File: src/hw/rtl/sirad_pkg.sv
`timescale 1ns / 1ps

package sirad_pkg;

  // Parameter defaults
  localparam int MAX_SYMBOLS_DEF = 64;
  localparam int VALUE_BITS_DEF  = 32;

  // Symbol table register file
  localparam int NUM_REGS     = 8;
  localparam int REG_BITS     = 64;
  localparam int CFG_IDX_BITS = 4;
  localparam int REG_SEL_BITS = 3;
  localparam int CHAR_BITS    = 8;
  localparam int REG_BYTES    = REG_BITS / CHAR_BITS;
  localparam int TBL_IDX_BITS = 6;   // byte position in the full table
  localparam int RADIX_BITS   = 7;   // holds a radix of up to 64

  // Character codes
  localparam logic [CHAR_BITS-1:0] CH_PLUS  = 8'h2B;
  localparam logic [CHAR_BITS-1:0] CH_MINUS = 8'h2D;
  localparam logic [CHAR_BITS-1:0] CH_LOW   = 8'd32;   // space and below are illegal
  localparam logic [CHAR_BITS-1:0] CH_HIGH  = 8'd126;

  // Table checker status toward the sequencer
  typedef struct packed {
    logic                  busy;
    logic                  ok;
    logic [RADIX_BITS-1:0] radix;
  } tbl_status_t;

  // Sequencer commands to the digit unit
  typedef struct packed {
    logic load;
    logic step;
  } conv_ctrl_t;

endpackage

File: src/hw/rtl/sirad_in_if.sv
`timescale 1ns / 1ps

interface sirad_in_if #(
  parameter int VALUE_BITS = sirad_pkg::VALUE_BITS_DEF
);
  logic                         valid;
  logic                         ready;
  logic signed [VALUE_BITS-1:0] value;

  modport source (output valid, output value, input ready);
  modport sink   (input valid, input value, output ready);
endinterface

File: src/hw/rtl/sirad_out_if.sv
`timescale 1ns / 1ps

interface sirad_out_if;
  logic                               valid;
  logic                               ready;
  logic [sirad_pkg::CHAR_BITS-1:0]    out_char;
  logic                               last;

  modport source (output valid, output out_char, output last, input ready);
  modport sink   (input valid, input out_char, input last, output ready);
endinterface

File: src/hw/rtl/sirad_cfg.sv
`timescale 1ns / 1ps

module sirad_cfg #(
  parameter int MAX_SYMBOLS = sirad_pkg::MAX_SYMBOLS_DEF
) (
  input  logic                                 clk_i,
  input  logic                                 rst_ni,
  input  logic                                 cfg_we_i,
  input  logic [sirad_pkg::CFG_IDX_BITS-1:0]   cfg_idx_i,
  input  logic [sirad_pkg::REG_BITS-1:0]       cfg_wdata_i,
  input  logic [sirad_pkg::TBL_IDX_BITS-1:0]   lookup_idx_i,
  output logic [sirad_pkg::CHAR_BITS-1:0]      sym_o,
  output sirad_pkg::tbl_status_t               status_o
);

  localparam int CW   = $clog2(MAX_SYMBOLS + 1);   // scan index, reaches MAX_SYMBOLS
  localparam int TIW  = sirad_pkg::TBL_IDX_BITS;
  localparam int RSW  = sirad_pkg::REG_SEL_BITS;
  localparam int BSW  = TIW - RSW;
  localparam int CHW  = sirad_pkg::CHAR_BITS;
  localparam int RBW  = sirad_pkg::RADIX_BITS;
  localparam int NCH  = 2 ** CHW;
  localparam int CIW  = sirad_pkg::CFG_IDX_BITS;

  typedef enum logic {
    SC_IDLE,
    SC_SCAN
  } scan_e;

  scan_e state_q, state_d;
  logic [sirad_pkg::NUM_REGS-1:0][sirad_pkg::REG_BYTES-1:0][CHW-1:0] regs_q;
  logic [NCH-1:0] seen_q, seen_d;
  logic [CW-1:0]  idx_q, idx_d;
  logic           ok_q, ok_d;
  logic [RBW-1:0] radix_q, radix_d;
  logic           wr_hit;
  logic [TIW-1:0] sel;
  logic [RSW-1:0] rsel;
  logic [BSW-1:0] bsel;
  logic [CHW-1:0] sym;
  logic           legal;

  // Writes beyond the register list are dropped
  assign wr_hit = cfg_we_i && (cfg_idx_i < CIW'(sirad_pkg::NUM_REGS));

  // Single byte lookup port, owned by the scan while it runs
  assign sel   = (state_q == SC_SCAN) ? TIW'(idx_q) : lookup_idx_i;
  assign rsel  = sel[TIW-1:BSW];
  assign bsel  = sel[BSW-1:0];
  assign sym   = regs_q[rsel][bsel];
  assign sym_o = sym;

  assign legal = (sym > sirad_pkg::CH_LOW) && (sym <= sirad_pkg::CH_HIGH) &&
                 (sym != sirad_pkg::CH_PLUS) && (sym != sirad_pkg::CH_MINUS);

  // Table check: one symbol per cycle, duplicates caught by a seen map
  always_comb begin
    state_d = state_q;
    idx_d   = idx_q;
    seen_d  = seen_q;
    ok_d    = ok_q;
    radix_d = radix_q;
    if (wr_hit) begin
      state_d = SC_SCAN;
      idx_d   = '0;
      seen_d  = '0;
      ok_d    = 1'b0;
      radix_d = '0;
    end else if (state_q == SC_SCAN) begin
      if ((idx_q == CW'(MAX_SYMBOLS)) || (sym == '0)) begin
        state_d = SC_IDLE;
        ok_d    = (idx_q >= CW'(2));
        radix_d = RBW'(idx_q);
      end else if (!legal || seen_q[sym]) begin
        state_d = SC_IDLE;
        ok_d    = 1'b0;
      end else begin
        seen_d[sym] = 1'b1;
        idx_d       = idx_q + 1'b1;
      end
    end
  end

  always_ff @(posedge clk_i or negedge rst_ni) begin
    if (!rst_ni) begin
      state_q <= SC_IDLE;
      regs_q  <= '0;
      seen_q  <= '0;
      idx_q   <= '0;
      ok_q    <= 1'b0;
      radix_q <= '0;
    end else begin
      state_q <= state_d;
      seen_q  <= seen_d;
      idx_q   <= idx_d;
      ok_q    <= ok_d;
      radix_q <= radix_d;
      if (wr_hit) begin
        regs_q[cfg_idx_i[RSW-1:0]] <= cfg_wdata_i;
      end
    end
  end

  assign status_o.busy  = (state_q == SC_SCAN);
  assign status_o.ok    = ok_q;
  assign status_o.radix = radix_q;

endmodule

File: src/hw/rtl/sirad_conv.sv
`timescale 1ns / 1ps

module sirad_conv #(
  parameter int VALUE_BITS  = sirad_pkg::VALUE_BITS_DEF,
  parameter int MAX_SYMBOLS = sirad_pkg::MAX_SYMBOLS_DEF
) (
  input  logic                                clk_i,
  input  logic                                rst_ni,
  input  sirad_pkg::conv_ctrl_t               ctrl_i,
  input  logic [VALUE_BITS-1:0]               mag_i,
  input  logic [sirad_pkg::RADIX_BITS-1:0]    radix_i,
  input  logic [$clog2(VALUE_BITS)-1:0]       rd_idx_i,
  output logic [$clog2(MAX_SYMBOLS)-1:0]      digit_o,
  output logic [$clog2(VALUE_BITS+1)-1:0]     ndig_o
);

  localparam int NDIG = VALUE_BITS;            // radix 2 worst case
  localparam int DW   = $clog2(MAX_SYMBOLS);
  localparam int SUMW = DW + 1;
  localparam int NW   = $clog2(VALUE_BITS + 1);
  localparam int IW   = $clog2(VALUE_BITS);

  logic [VALUE_BITS-1:0]       mag_q;
  logic [NDIG-1:0][DW-1:0]     dig_q, dig_d;
  logic [NW-1:0]               ndig_q, ndig_d;
  logic [SUMW-1:0]             radix_q;
  logic [NDIG-1:0]             gen, prop, cin, cout;
  logic [NDIG:0]               csum;
  logic [IW-1:0]               top_idx;
  logic [SUMW-1:0]             nxt [NDIG];

  // Per digit: doubling overflows the radix alone, or only with a carry in
  always_comb begin
    for (int i = 0; i < NDIG; i++) begin
      gen[i]  = ({dig_q[i], 1'b0} >= radix_q);
      prop[i] = ({dig_q[i], 1'b1} == radix_q);
    end
  end

  // Carry chain across all digits as one add; the next magnitude bit enters at digit 0
  assign csum = {1'b0, gen | prop} + {1'b0, gen} + (NDIG+1)'(mag_q[VALUE_BITS-1]);
  assign cin  = csum[NDIG-1:0] ^ (gen | prop) ^ gen;

  // Double, add carry, correct by one radix
  always_comb begin
    for (int i = 0; i < NDIG; i++) begin
      cout[i]  = gen[i] | (prop[i] & cin[i]);
      nxt[i]   = {dig_q[i], cin[i]} - (cout[i] ? radix_q : '0);
      dig_d[i] = nxt[i][DW-1:0];
    end
  end

  // Digits above the count are zero, so only the top digit can grow it
  assign top_idx = IW'(ndig_q - NW'(1));
  assign ndig_d  = ndig_q + NW'(cout[top_idx]);

  always_ff @(posedge clk_i or negedge rst_ni) begin
    if (!rst_ni) begin
      ndig_q <= NW'(1);
    end else if (ctrl_i.load) begin
      ndig_q <= NW'(1);
    end else if (ctrl_i.step) begin
      ndig_q <= ndig_d;
    end
  end

  // Datapath registers
  always_ff @(posedge clk_i) begin
    if (ctrl_i.load) begin
      mag_q   <= mag_i;
      dig_q   <= '0;
      radix_q <= SUMW'(radix_i);
    end else if (ctrl_i.step) begin
      mag_q <= {mag_q[VALUE_BITS-2:0], 1'b0};
      dig_q <= dig_d;
    end
  end

  assign digit_o = dig_q[rd_idx_i];
  assign ndig_o  = ndig_q;

endmodule

File: src/hw/rtl/signed_int_to_radix_digits.sv
// Signed integer to text in a radix set by a configured symbol table.
// Order: for a negative value the minus sign goes out first, then the digits, most
//   significant first; output stalls hold the emission of the sign and the digits.
// A new value is taken only once the last digit has entered the output register. The
//   digit unit takes one magnitude bit per cycle.
// Invalid table: the value is accepted and gives no output.
// Reset: async, active low; table clears to zero (invalid); each register write starts
//   a table check during which no value is accepted.
`timescale 1ns / 1ps

module signed_int_to_radix_digits #(
  parameter int MAX_SYMBOLS = sirad_pkg::MAX_SYMBOLS_DEF,
  parameter int VALUE_BITS  = sirad_pkg::VALUE_BITS_DEF
) (
  input  logic                                clk_i,
  input  logic                                rst_ni,
  input  logic                                cfg_we_i,
  input  logic [sirad_pkg::CFG_IDX_BITS-1:0]  cfg_idx_i,
  input  logic [sirad_pkg::REG_BITS-1:0]      cfg_wdata_i,
  sirad_in_if.sink                            in_i,
  sirad_out_if.source                         out_o
);

  localparam int DW   = $clog2(MAX_SYMBOLS);
  localparam int NW   = $clog2(VALUE_BITS + 1);
  localparam int IW   = $clog2(VALUE_BITS);
  localparam int CNTW = $clog2(VALUE_BITS);
  localparam int TIW  = sirad_pkg::TBL_IDX_BITS;
  localparam int CHW  = sirad_pkg::CHAR_BITS;

  typedef enum logic [1:0] {
    ST_IDLE,
    ST_CONV,
    ST_SIGN,
    ST_DIGIT
  } state_e;

  state_e                  state_q;
  logic [CNTW-1:0]         cnt_q;
  logic                    neg_q;
  logic [IW-1:0]           emit_idx_q;
  logic                    out_valid_q;
  logic [CHW-1:0]          out_char_q;
  logic                    out_last_q;

  sirad_pkg::tbl_status_t  status;
  sirad_pkg::conv_ctrl_t   ctrl;
  logic [VALUE_BITS-1:0]   raw;
  logic [VALUE_BITS-1:0]   mag;
  logic                    accept;
  logic                    slot_free;
  logic                    out_load;
  logic [DW-1:0]           digit;
  logic [NW-1:0]           ndig;
  logic [CHW-1:0]          sym;

  // Symbol registers and table check
  sirad_cfg #(
    .MAX_SYMBOLS (MAX_SYMBOLS)
  ) u_cfg (
    .clk_i        (clk_i),
    .rst_ni       (rst_ni),
    .cfg_we_i     (cfg_we_i),
    .cfg_idx_i    (cfg_idx_i),
    .cfg_wdata_i  (cfg_wdata_i),
    .lookup_idx_i (TIW'(digit)),
    .sym_o        (sym),
    .status_o     (status)
  );

  // Shared double-and-correct digit unit
  sirad_conv #(
    .VALUE_BITS  (VALUE_BITS),
    .MAX_SYMBOLS (MAX_SYMBOLS)
  ) u_conv (
    .clk_i    (clk_i),
    .rst_ni   (rst_ni),
    .ctrl_i   (ctrl),
    .mag_i    (mag),
    .radix_i  (status.radix),
    .rd_idx_i (emit_idx_q),
    .digit_o  (digit),
    .ndig_o   (ndig)
  );

  // Input side; the most negative value negates onto itself, which is its magnitude
  assign raw         = in_i.value;
  assign mag         = raw[VALUE_BITS-1] ? (~raw + 1'b1) : raw;
  assign in_i.ready  = (state_q == ST_IDLE) && !status.busy;
  assign accept      = in_i.valid && in_i.ready;
  assign slot_free   = !out_valid_q || out_o.ready;

  // A character enters the output register this cycle
  assign out_load    = slot_free &&
                       (((state_q == ST_SIGN) && neg_q) || (state_q == ST_DIGIT));

  assign ctrl.load   = accept && status.ok;
  assign ctrl.step   = (state_q == ST_CONV);

  // Sequencer and output register
  always_ff @(posedge clk_i or negedge rst_ni) begin
    if (!rst_ni) begin
      state_q     <= ST_IDLE;
      cnt_q       <= '0;
      neg_q       <= 1'b0;
      emit_idx_q  <= '0;
      out_valid_q <= 1'b0;
      out_char_q  <= '0;
      out_last_q  <= 1'b0;
    end else begin
      if (out_load) begin
        out_valid_q <= 1'b1;
      end else if (out_o.ready) begin
        out_valid_q <= 1'b0;
      end
      case (state_q)
        ST_IDLE: begin
          if (accept && status.ok) begin
            neg_q   <= raw[VALUE_BITS-1];
            cnt_q   <= '0;
            state_q <= ST_CONV;
          end
        end
        ST_CONV: begin
          cnt_q <= cnt_q + 1'b1;
          if (cnt_q == CNTW'(VALUE_BITS - 1)) begin
            state_q <= ST_SIGN;
          end
        end
        ST_SIGN: begin
          // Sign goes out first; a digit always follows it
          if (!neg_q) begin
            emit_idx_q <= IW'(ndig - NW'(1));
            state_q    <= ST_DIGIT;
          end else if (slot_free) begin
            out_char_q  <= sirad_pkg::CH_MINUS;
            out_last_q  <= 1'b0;
            emit_idx_q  <= IW'(ndig - NW'(1));
            state_q     <= ST_DIGIT;
          end
        end
        ST_DIGIT: begin
          // Most significant digit first
          if (slot_free) begin
            out_char_q  <= sym;
            out_last_q  <= (emit_idx_q == '0);
            if (emit_idx_q == '0) begin
              state_q <= ST_IDLE;
            end else begin
              emit_idx_q <= emit_idx_q - 1'b1;
            end
          end
        end
        default: begin
          state_q <= ST_IDLE;
        end
      endcase
    end
  end

  assign out_o.valid    = out_valid_q;
  assign out_o.out_char = out_char_q;
  assign out_o.last     = out_last_q;

`ifndef SYNTHESIS
  // Digit count stays within the digit row
  a_ndig_range: assert property (@(posedge clk_i) disable iff (!rst_ni)
    (ndig != '0) && (ndig <= NW'(VALUE_BITS)))
    else $error("digit count out of range");

  // Emission never reads above the most significant digit
  a_emit_in_range: assert property (@(posedge clk_i) disable iff (!rst_ni)
    (state_q == ST_DIGIT) |-> (NW'(emit_idx_q) < ndig))
    else $error("emit index beyond digit count");

  // Leaving the conversion happens only after every magnitude bit went in
  a_conv_len: assert property (@(posedge clk_i) disable iff (!rst_ni)
    (state_q == ST_SIGN) |-> ($past(state_q) == ST_SIGN) ||
                             ($past(cnt_q) == CNTW'(VALUE_BITS - 1)))
    else $error("conversion ended early");
`endif

endmodule
File: src/flat_wrapper.sv
// flat-port wrapper written by rule: the top's interface ports become plain ports
module signed_int_to_radix_digits_flat 
#(
  parameter int MAX_SYMBOLS = sirad_pkg::MAX_SYMBOLS_DEF,
  parameter int VALUE_BITS  = sirad_pkg::VALUE_BITS_DEF
)
  (clk_i, rst_ni, cfg_we_i, cfg_idx_i, cfg_wdata_i, in_i_valid, in_i_value, in_i_ready, out_o_valid, out_o_out_char, out_o_last, out_o_ready);
  sirad_in_if #(.VALUE_BITS(VALUE_BITS)) in_i_i ();
  sirad_out_if out_o_i ();
  input  logic clk_i;
  input  logic rst_ni;
  input  logic cfg_we_i;
  input  logic [sirad_pkg::CFG_IDX_BITS-1:0] cfg_idx_i;
  input  logic [sirad_pkg::REG_BITS-1:0] cfg_wdata_i;
  input wire logic [$bits(in_i_i.valid)-1:0] in_i_valid;
  input wire logic [$bits(in_i_i.value)-1:0] in_i_value;
  output wire logic [$bits(in_i_i.ready)-1:0] in_i_ready;
  output wire logic [$bits(out_o_i.valid)-1:0] out_o_valid;
  output wire logic [$bits(out_o_i.out_char)-1:0] out_o_out_char;
  output wire logic [$bits(out_o_i.last)-1:0] out_o_last;
  input wire logic [$bits(out_o_i.ready)-1:0] out_o_ready;
  assign in_i_i.valid = in_i_valid;
  assign in_i_i.value = in_i_value;
  assign in_i_ready = in_i_i.ready;
  assign out_o_valid = out_o_i.valid;
  assign out_o_out_char = out_o_i.out_char;
  assign out_o_last = out_o_i.last;
  assign out_o_i.ready = out_o_ready;
  signed_int_to_radix_digits #(.MAX_SYMBOLS(MAX_SYMBOLS), .VALUE_BITS(VALUE_BITS)) u_core (.clk_i(clk_i), .rst_ni(rst_ni), .cfg_we_i(cfg_we_i), .cfg_idx_i(cfg_idx_i), .cfg_wdata_i(cfg_wdata_i), .in_i(in_i_i), .out_o(out_o_i));
endmodule
File: config.mk
export PLATFORM = sky130hd
export DESIGN_NAME = signed_int_to_radix_digits_flat
export DESIGN_NICKNAME = d
export VERILOG_FILES = /design/src/hw/rtl/sirad_pkg.sv /design/src/hw/rtl/sirad_in_if.sv /design/src/hw/rtl/sirad_out_if.sv /design/src/hw/rtl/sirad_cfg.sv /design/src/hw/rtl/sirad_conv.sv /design/src/hw/rtl/signed_int_to_radix_digits.sv /design/src/flat_wrapper.sv
export SDC_FILE = /design/constraint.sdc
export NUM_CORES = 2
export LEC_CHECK = 0
export BUFFER_PORTS_ARGS = -buffer_cell sky130_fd_sc_hd__buf_2
export CELL_PAD_IN_SITES_DETAIL_PLACEMENT = 0
export CELL_PAD_IN_SITES_GLOBAL_PLACEMENT = 1
export CORE_AREA = 2 2 475 477
export DETAILED_ROUTE_END_ITERATION = 10
export DIE_AREA = 0 0 477 479
export GPL_TIMING_DRIVEN = 0
export PLACE_DENSITY_LB_ADDON = 0.1
export RECOVER_POWER = 50
export SETUP_SLACK_MARGIN = 0.3
export SLEW_MARGIN = 40
export SYNTH_ARGS = -nofsm -noshare
export SYNTH_HDL_FRONTEND = slang
export SYNTH_SLANG_ARGS = --single-unit
File: constraint.sdc
create_clock -name clk_i -period 8.05 [get_ports clk_i]
set_clock_uncertainty 0.1 [all_clocks]
set_input_delay 2.0125 -clock clk_i [delete_from_list [all_inputs] [get_ports clk_i]]
set_output_delay 2.0125 -clock clk_i [all_outputs]
set_load 0.02 [all_outputs]
# Word-level counts from Yosys, hierarchy flattened
# Index checks and enable logic that the tools add are counted.
classes:
  n_addsub: 40
  magnitude_cmp: 44
  n_eq_ne: 49
  mux: 96
  n_bitwise: 69
  n_reduce_logical: 36
op_table:
  columns: ["operator", "count"]
  rows:
  - ["$mux W256", 4]
  - ["$bwmux W512", 1]
  - ["$or A256 B256 Y256", 1]
  - ["$eq A7 B7 Y1", 32]
  - ["$ge A7 B7 Y1", 32]
  - ["$mux W6", 36]
  - ["$bmux W64 S3", 1]
  - ["$demux W64 S3", 1]
  - ["$sub A6 B6 Y6", 32]
  - ["$mux W64", 2]
  - ["$mux W32", 3]
  - ["$xor A32 B32 Y32", 2]
  - ["$mux W7", 7]
  - ["$add A32 B1 Y32", 1]
  - ["$add A32 B1 Y32 const B", 1]
  - ["$add A32 B32 Y32", 1]
  - ["$and A1 B1 Y1", 32]
  - ["$mux W8", 4]
  - ["$not A32 Y32", 1]
  - ["$or A1 B1 Y1", 32]
  - ["$or A32 B32 Y32", 1]
  - ["$bmux W6 S5", 1]
  - ["$mux W5", 5]
  - ["$bmux W8 S3", 1]
  - ["42 further kinds", 100]
totals:
  register_bits: 1044
  inputBits: 105
  output_inout_bits: 11
  elab_cells: 445

# Longest topological paths before layout
depth:
  depth_word: 17
  mapped_depth: 32
  mapped_depth_nobuf: 30

# By module
# From an unflattened synthesis, not the netlist that was laid out.
unflattened:
  cells_unflattened: 6286
  hier_area_um2: 60210.2
modules_own_cells:
  columns: ["module", "n_inst", "cells_each", "area_each_um2", "seq_area_each_um2"]
  rows:
  - ["sirad_cfg", 1, 3438, 35487.8, 17591.9]
  - ["sirad_conv", 1, 2623, 22669.2, 5166.2]
  - ["signed_int_to_radix_digits", 1, 225, 2053.2, 575.6]

# Least setup slack after synthesis
# OpenSTA, ideal clock, no wires.
synth_timing:
  path_kind: "flip-flop to flip-flop"
  from: "register u_core.u_conv.radix_q[4]"
  to: "register u_core.u_conv.dig_q[185] (netlist bit)"
  setup_time_ns: 0.132
  arrival_time_ns: 6.373
  required_time_ns: 7.818
  path_slack_ns: 1.445
  stages_incl_launch_ff: 29
  path_buffers: 2
  synth_period_minus_slack_ns: 6.605
  path_cell_list: "edfxtp_1 -> clkbuf_1 -> clkbuf_1 -> inv_1 -> ha_1 -> nand4_1 -> or3_1 -> a2111oi_0 -> nand2_1 -> or3_1 -> o21a_1 -> o21ai_1 -> a211oi_1 -> o2111ai_1 -> nand3_1 -> a21boi_0 -> nor2_1 -> o211ai_1 -> nand2_1 -> ha_1 -> nor2b_1 -> o21ai_0 -> nand2b_1 -> a21o_1 -> a21oi_1 -> xnor2_1 -> and3_1 -> o21ai_0 -> a21oi_1"
synth_via:
  elab_chain_cells: 10
  elab_cells_between_ends: 71
  classes_between: "3 x add/sub; 31 x order compare; 31 x eq/ne; 1 x mux; 5 x bitwise"
synth_rtl:
  columns: ["element", "line", "source"]
  rows:
  - ["start, declared", "sirad_conv.sv:26", "logic [SUMW-1:0] radix_q;"]
  - ["start signal, assigned", "sirad_conv.sv:72", "radix_q <= SUMW'(radix_i);"]
  - ["$ge A7 B7 Y1 or $eq A7 B7 Y1 (tied branches)", "sirad_conv.sv:35, sirad_conv.sv:36", null]
  - ["$or A32 B32 Y32", "sirad_conv.sv:41, sirad_conv.sv:42", null]
  - ["$add A32 B32 Y32", "sirad_conv.sv:41", "assign csum = {1'b0, gen | prop} + {1'b0, gen} + (NDIG+1)'(mag_q[VALUE_BITS-1]);"]
  - ["$add A32 B1 Y32", "sirad_conv.sv:41", null]
  - ["$xor A32 B32 Y32 (2 in series)", "sirad_conv.sv:42", "assign cin = csum[NDIG-1:0] ^ (gen | prop) ^ gen;"]
  - ["$and A1 B1 Y1", "sirad_conv.sv:47", "cout[i] = gen[i] | (prop[i] & cin[i]);"]
  - ["$or A1 B1 Y1", "sirad_conv.sv:47", null]
  - ["$mux W6", "sirad_conv.sv:48", "nxt[i] = {dig_q[i], cin[i]} - (cout[i] ? radix_q : '0);"]
  - ["$sub A6 B6 Y6 *", "sirad_conv.sv:48", null]
  - ["end signal, assigned", "sirad_conv.sv:75", "dig_q <= dig_d;"]
  - ["end, declared", "sirad_conv.sv:24", "logic [NDIG-1:0][DW-1:0] dig_q, dig_d;"]
# Every way passes the cells marked *; elsewhere a longest branch is shown, timed or not.
# A chain may end at the register's enable or synchronous reset.

# Worst setup path after layout
layout_timing:
  from: "register u_core.emit_idx_q[0]"
  to: "register u_core.u_cfg.seen_q[47]"
layout_via:
  elab_chain_cells: 16
  elab_cells_between_ends: 33
  classes_between: "4 x order compare; 4 x eq/ne; 15 x mux; 1 x bitwise; 9 x reduce/logical"
layout_rtl:
  columns: ["element", "line", "source"]
  rows:
  - ["start, declared", "signed_int_to_radix_digits.sv:41", "logic [IW-1:0] emit_idx_q;"]
  - ["start signal, assigned", "signed_int_to_radix_digits.sv:133", "emit_idx_q <= IW'(ndig - NW'(1));"]
  - ["start signal, assigned", "signed_int_to_radix_digits.sv:138", "emit_idx_q <= IW'(ndig - NW'(1));"]
  - ["start signal, assigned", "signed_int_to_radix_digits.sv:150", "emit_idx_q <= emit_idx_q - 1'b1;"]
  - ["$bmux W6 S5 *", "sirad_conv.sv:79", "assign digit_o = dig_q[rd_idx_i];"]
  - ["$mux W6 (implied by the code) *", "sirad_conv.sv:79", null]
  - ["$mux W6 *", "sirad_cfg.sv:47", "assign sel = (state_q == SC_SCAN) ? TIW'(idx_q) : lookup_idx_i;"]
  - ["$bmux W64 S3", "sirad_cfg.sv:50", "assign sym = regs_q[rsel][bsel];"]
  - ["$mux W64 (implied by the code)", "sirad_cfg.sv:50", null]
  - ["$bmux W8 S3 *", "sirad_cfg.sv:50", null]
  - ["$mux W8 (implied by the code) *", "sirad_cfg.sv:50", null]
  - ["$lt A8 B9 Y1 (implied by the code) or $ge A8 B1 Y1 (tied branches)", "sirad_cfg.sv:78", "seen_d[sym] = 1'b1;"]
  - ["$logic_and A1 B1 Y1 (implied by the code)", "sirad_cfg.sv:78", null]
  - ["$mux W1 (implied by the code)", "sirad_cfg.sv:78", null]
  - ["$demux W1 S8", "sirad_cfg.sv:78", null]
  - ["$or A256 B256 Y256 (no source line)", null, null]
  - ["$mux W256", "sirad_cfg.sv:74", "end else if (!legal || seen_q[sym]) begin"]
  - ["$mux W256", "sirad_cfg.sv:70", "if ((idx_q == CW'(MAX_SYMBOLS)) || (sym == '0)) begin"]
  - ["$mux W256", "sirad_cfg.sv:69", "end else if (state_q == SC_SCAN) begin"]
  - ["$mux W256", "sirad_cfg.sv:63", "if (wr_hit) begin"]
  - ["end signal, assigned", "sirad_cfg.sv:94", "seen_q <= seen_d;"]
  - ["end, declared", "sirad_cfg.sv:32", "logic [NCH-1:0] seen_q, seen_d;"]
# Every way passes the cells marked *; elsewhere a longest branch is shown, timed or not. The select of a mux whose other input is x is not followed.

==> results.md <==
Status:
- The flow ran to the end, but the final reports show violations.
- The checks that failed: capacitance limit, slew limit.

STA:
- Based on the critical path, the design can be clocked at up to 132.4 MHz.
- For the pin with the worst max-slew slack, the measured transition is 4.082 ns.
- Subtracting the final worst setup slack from the clock period gives 7.551 ns.
- The number of pins exceeding their max-slew limit in the final report is 303.
- Setup repair after global routing could not meet its margin everywhere.
- In this run the tightest slew margin relative to its limit is -172.1%.
- The number of hold violations in the final report came to 0.
- The portion of the clock cycle consumed by the worst path in the final layout is 93.80%.
- The count of endpoints failing setup in the final report is 0.

Synthesis:
- Ranked by total cell area, the synthesized netlist is headed by dfrtp_1 (31%), mux2_2 (11%), ha_1 (8.3%), dfxtp_1 (6.9%), mux2i_1 (5.4%).
- The synthesized instance count is 5283.
- The number of nets in the synthesized netlist is 5788.
- The number of synthesized flops with an enable pin is 39.
- The basic-gate share of the synthesized area counting and, or, nand and nor cells is 9.992%.
- Summing the sequential cell areas from Yosys gives 39.74% of the chip area.
- The top cell type by total area after synthesis is dfrtp_1.
- The main flop type after synthesis is dfrtp_1.
- Yosys printed 0 warnings.
- After Yosys synthesis, XOR and XNOR cells account for 2.862% of the synthesized area.
- After synthesis, the largest area contributor takes up 30.69% of total cell area.
- The adder-cell share of the synthesized area is 9.417%.
- The share of async-settable or async-resettable flops after synthesis is 74.75%.
- The count of cell types in the netlist is 99.
- After synthesis the netlist holds a flip-flop and latch count of 915.
- The proportion of synthesized area in mux cells is 18.79%.
- After synthesis, the largest family of logic cells by area is multiplexers.
- The post-synthesis instance area is 55700 um^2.
- The synthesized netlist devotes 15.14% of its cell area to compound gates.
- A synthesized cell averages 10.54 um^2.

Die:
- The floorplan has 174 rows.
- In this run the vertical extent of the chip is 479 um.
- The initial utilization of the core area, before any placement, comes to 24.91%.
- The total core area is 223600 um^2.
- The die is 477 um wide.
- During I/O placement, the number of pins put on the boundary was 116.
- The die covers 228500 um^2.

Detailed routing:
- In the final routed layout, each cell accounts on average for 27.95 um.
- In this run the remaining antenna-violating nets after routing total 0.
- The total number of vias is 43631.
- The first-pass detailed-route iteration total is 7.
- The final wirelength is 242800 um.
- The DRC violation count after routing is 0.
- The detailed router's first-iteration violation count is 2899.
- In the routed layout, each cell is associated on average with a via count of 5.022.

Setup path:
- The number of cells on the worst reg-to-reg path is 27.
- The classification of the worst setup path is reg2reg.
- At the worst endpoint, the required time is 8.64 ns.
- The highest net fanout along the worst path is 10.
- STA classifies the critical path startpoint as a flop.
- The data arrival at the endpoint of the critical path is 8.14 ns.
- The worst setup path is captured at a flop.

Min path:
- Counting instances, the worst hold path has a depth of 0.
- The worst hold path class is reg2reg.

Placed design:
- Buffers placed on the I/O ports in this run total 115.
- The placed cell count is 8434.
- The HPWL reported at the end of detailed placement is 177100 um.
- The final weighted congestion in routability-driven placement is 0.8148.

Run:
- Across the run, the number of max-cap violations was 5.

Cells and area:
- The finished layout holds 8688 standard cells, fillers aside.
- The fraction of final layout cells with drive strength greater than 1 is 22.94%.
- For this run, the share of the core covered by cells in the final layout is 29.52%.
- The net count of the finished layout is 6094.
- The area growth from synthesis to layout is 18.50%.

Global routing:
- Global routing used 3.003% of the available met3 tracks.
- The layer carrying the most global-route usage is met2.
- The global-route total usage across every layer is 20.92%.
- The met1 demand-to-capacity share in global routing is 29.50%.
- The pin count of the biggest net entering global routing is 87.
- The via count of the first global-routing pass is 44733.
- The wire length of the first global-routing pass is 344400 um.
- The initial antenna violation count was 37.
- In the global route stage, met2 resource usage came out at 33.23%.
- Global routing finished with a remaining overflow of 0.

Clock network:
- The CTS tree is done.
- Clock-pin slew was measured on the worst setup and hold paths at 0.06 ns.
- The number of clock buffers inserted by TritonCTS is 118.
- The number of buffers inserted for hold repair after clock tree synthesis is 0.
- The clock tree buffer depth is 3.
- The clock latency reported for the late side of the worst-skew pair is 0.80 ns.
- Clock tree synthesis found a total of 915 sinks.
- The H-tree was split into 3 levels.
- The CTS root buffer is clkbuf_16.
-- placed cells by master (no fill, tap or decap), types with 45 or more instances in the layout --
cell / instances
o21ai_0: 144
buf_2: 144
o311a_1: 67
mux2_2: 552
mux4_2: 53
nand2_1: 377
dfrtp_1: 683
nand2b_1: 64
clkbuf_1: 147
mux2i_1: 288
xnor2_1: 93
clkbuf_16: 119
clkbuf_2: 97
dfxtp_1: 192
a21oi_1: 254
a211oi_1: 145
ha_1: 368
xor2_1: 88
nor2_1: 349
nand3_1: 73
nor2b_1: 62
a211o_1: 50
buf_4: 61
inv_1: 173
a22o_1: 65
a21o_1: 110
o21a_1: 45
-- timing repair --
item                                    in CTS  in global routing
setup buffers                               18                  9
pin swaps                                   10                 13
resized for setup                           86                 56
endpoints found under the setup margin     185                 98
-- worst max-delay path: stages, from the launching register on --
cell	delay, ns
dfrtp_1	0.52
buf_8	0.27
buf_12	0.22
buf_6	0.27
mux2i_1	0.34
a22oi_1	0.21
a21oi_2	0.35
nor4_4	0.09
buf_6	0.17
a21oi_2	0.24
buf_6	0.24
buf_2	0.38
mux2_2	0.41
a2111oi_2	0.55
nand3_2	0.24
o21ai_4	0.12
buf_12	0.16
buf_6	0.20
buf_8	0.19
mux2i_1	0.32
mux2i_1	0.13
a221oi_1	0.35
a32o_1	0.24
o21ai_2	0.14
buf_6	0.19
a21oi_2	0.29
buf_4	0.25
a32o_1	0.18
-- final cells by class --
cell class / count / area, um^2
tap: 2992 / 3744
antenna: 15 / 37.54
multi-input combinational: 3855 / 31880
timing repair buffer: 186 / 1658
clock buffer: 174 / 3555
sequential: 915 / 22130
fill: 23306 / 157600
inverter: 183 / 711.9
buffer: 330 / 1810
clock inverter: 38 / 467.9
-- registers in the layout (all words and copies together), names as in the netlist --
signal                 cells
u_core.u_cfg.ok_q          1
u_core.state_q             2
u_core.out_o.last          1
u_core.cnt_q               5
u_core.u_cfg.state_q       1
u_core.out_o.valid         1
u_core.emit_idx_q          5
u_core.u_conv.ndig_o       5
u_core.u_cfg.idx_q         7
u_core.u_cfg.seen_q      128
u_core.neg_q               1
u_core.u_cfg.radix_q       7
u_core.u_cfg.regs_q      512
u_core.u_conv.radix_q      7
u_core.u_conv.mag_q       32
u_core.out_o.out_char      8
u_core.u_conv.dig_q      192
-- per-layer routing --
layer	up-vias	routed length (um)
li1	20004	-
met1	22394	116100
met2	938	109800
met3	285	10790
met4	10	6140
met5	-	78
-- synth_stat cells (all sizes together), types with 80 or more instances --
cell type and number:
nand2 379, nor2 356, a211oi 148, a21oi 264, a21o 111, clkbuf 221
xor2 89, dfrtp 683, mux2 558, ha 368, dfxtp 192, buf 109
xnor2 93, inv 182, o21ai 159, mux2i 298, nand3 80
-- path summary, 6_finish.rpt --
check	start	end	slack, ns
max in group asynchronous	rst_ni	u_core.cnt_q[3]	1.28
worst min-delay path	u_core.u_cfg.radix_q[3]	u_core.u_conv.radix_q[3]	0.32
worst max-delay path	u_core.emit_idx_q[0]	u_core.u_cfg.seen_q[47]	0.50
worst max register to register	u_core.emit_idx_q[0]	u_core.u_cfg.seen_q[47]	0.50
worst min register to register	u_core.u_cfg.radix_q[3]	u_core.u_conv.radix_q[3]	0.32
min in group asynchronous	rst_ni	u_core.u_cfg.regs_q[10]	2.52
-- cell families after synthesis --
group	count (synthesis)
xor gates and xnor gates	182
adders and majority gates	400
DFF	915
AOI/OAI and AO/OA	1176
buffers and inverters	513
and+or+nand+nor	1188
muxes	909
-- per-stage QoR --
stage	TNS [ns]	instance area, um^2	hold WS (ns)	worst slack (ns)
global route	0	65970	0.3392	0.2080
finish	0	66000	0.3213	0.4992
global placement	-8392.24	60020	0.3306	-11.47
CTS	0	65820	0.3249	0.3006
floorplan	0	55700	0.3242	1.445
detailed placement	-100.65	61310	0.3306	-1.409
Power is left out: the tool's default activity adds up to more than one toggle a clock period on the data nets, which glitch-free logic cannot reach.
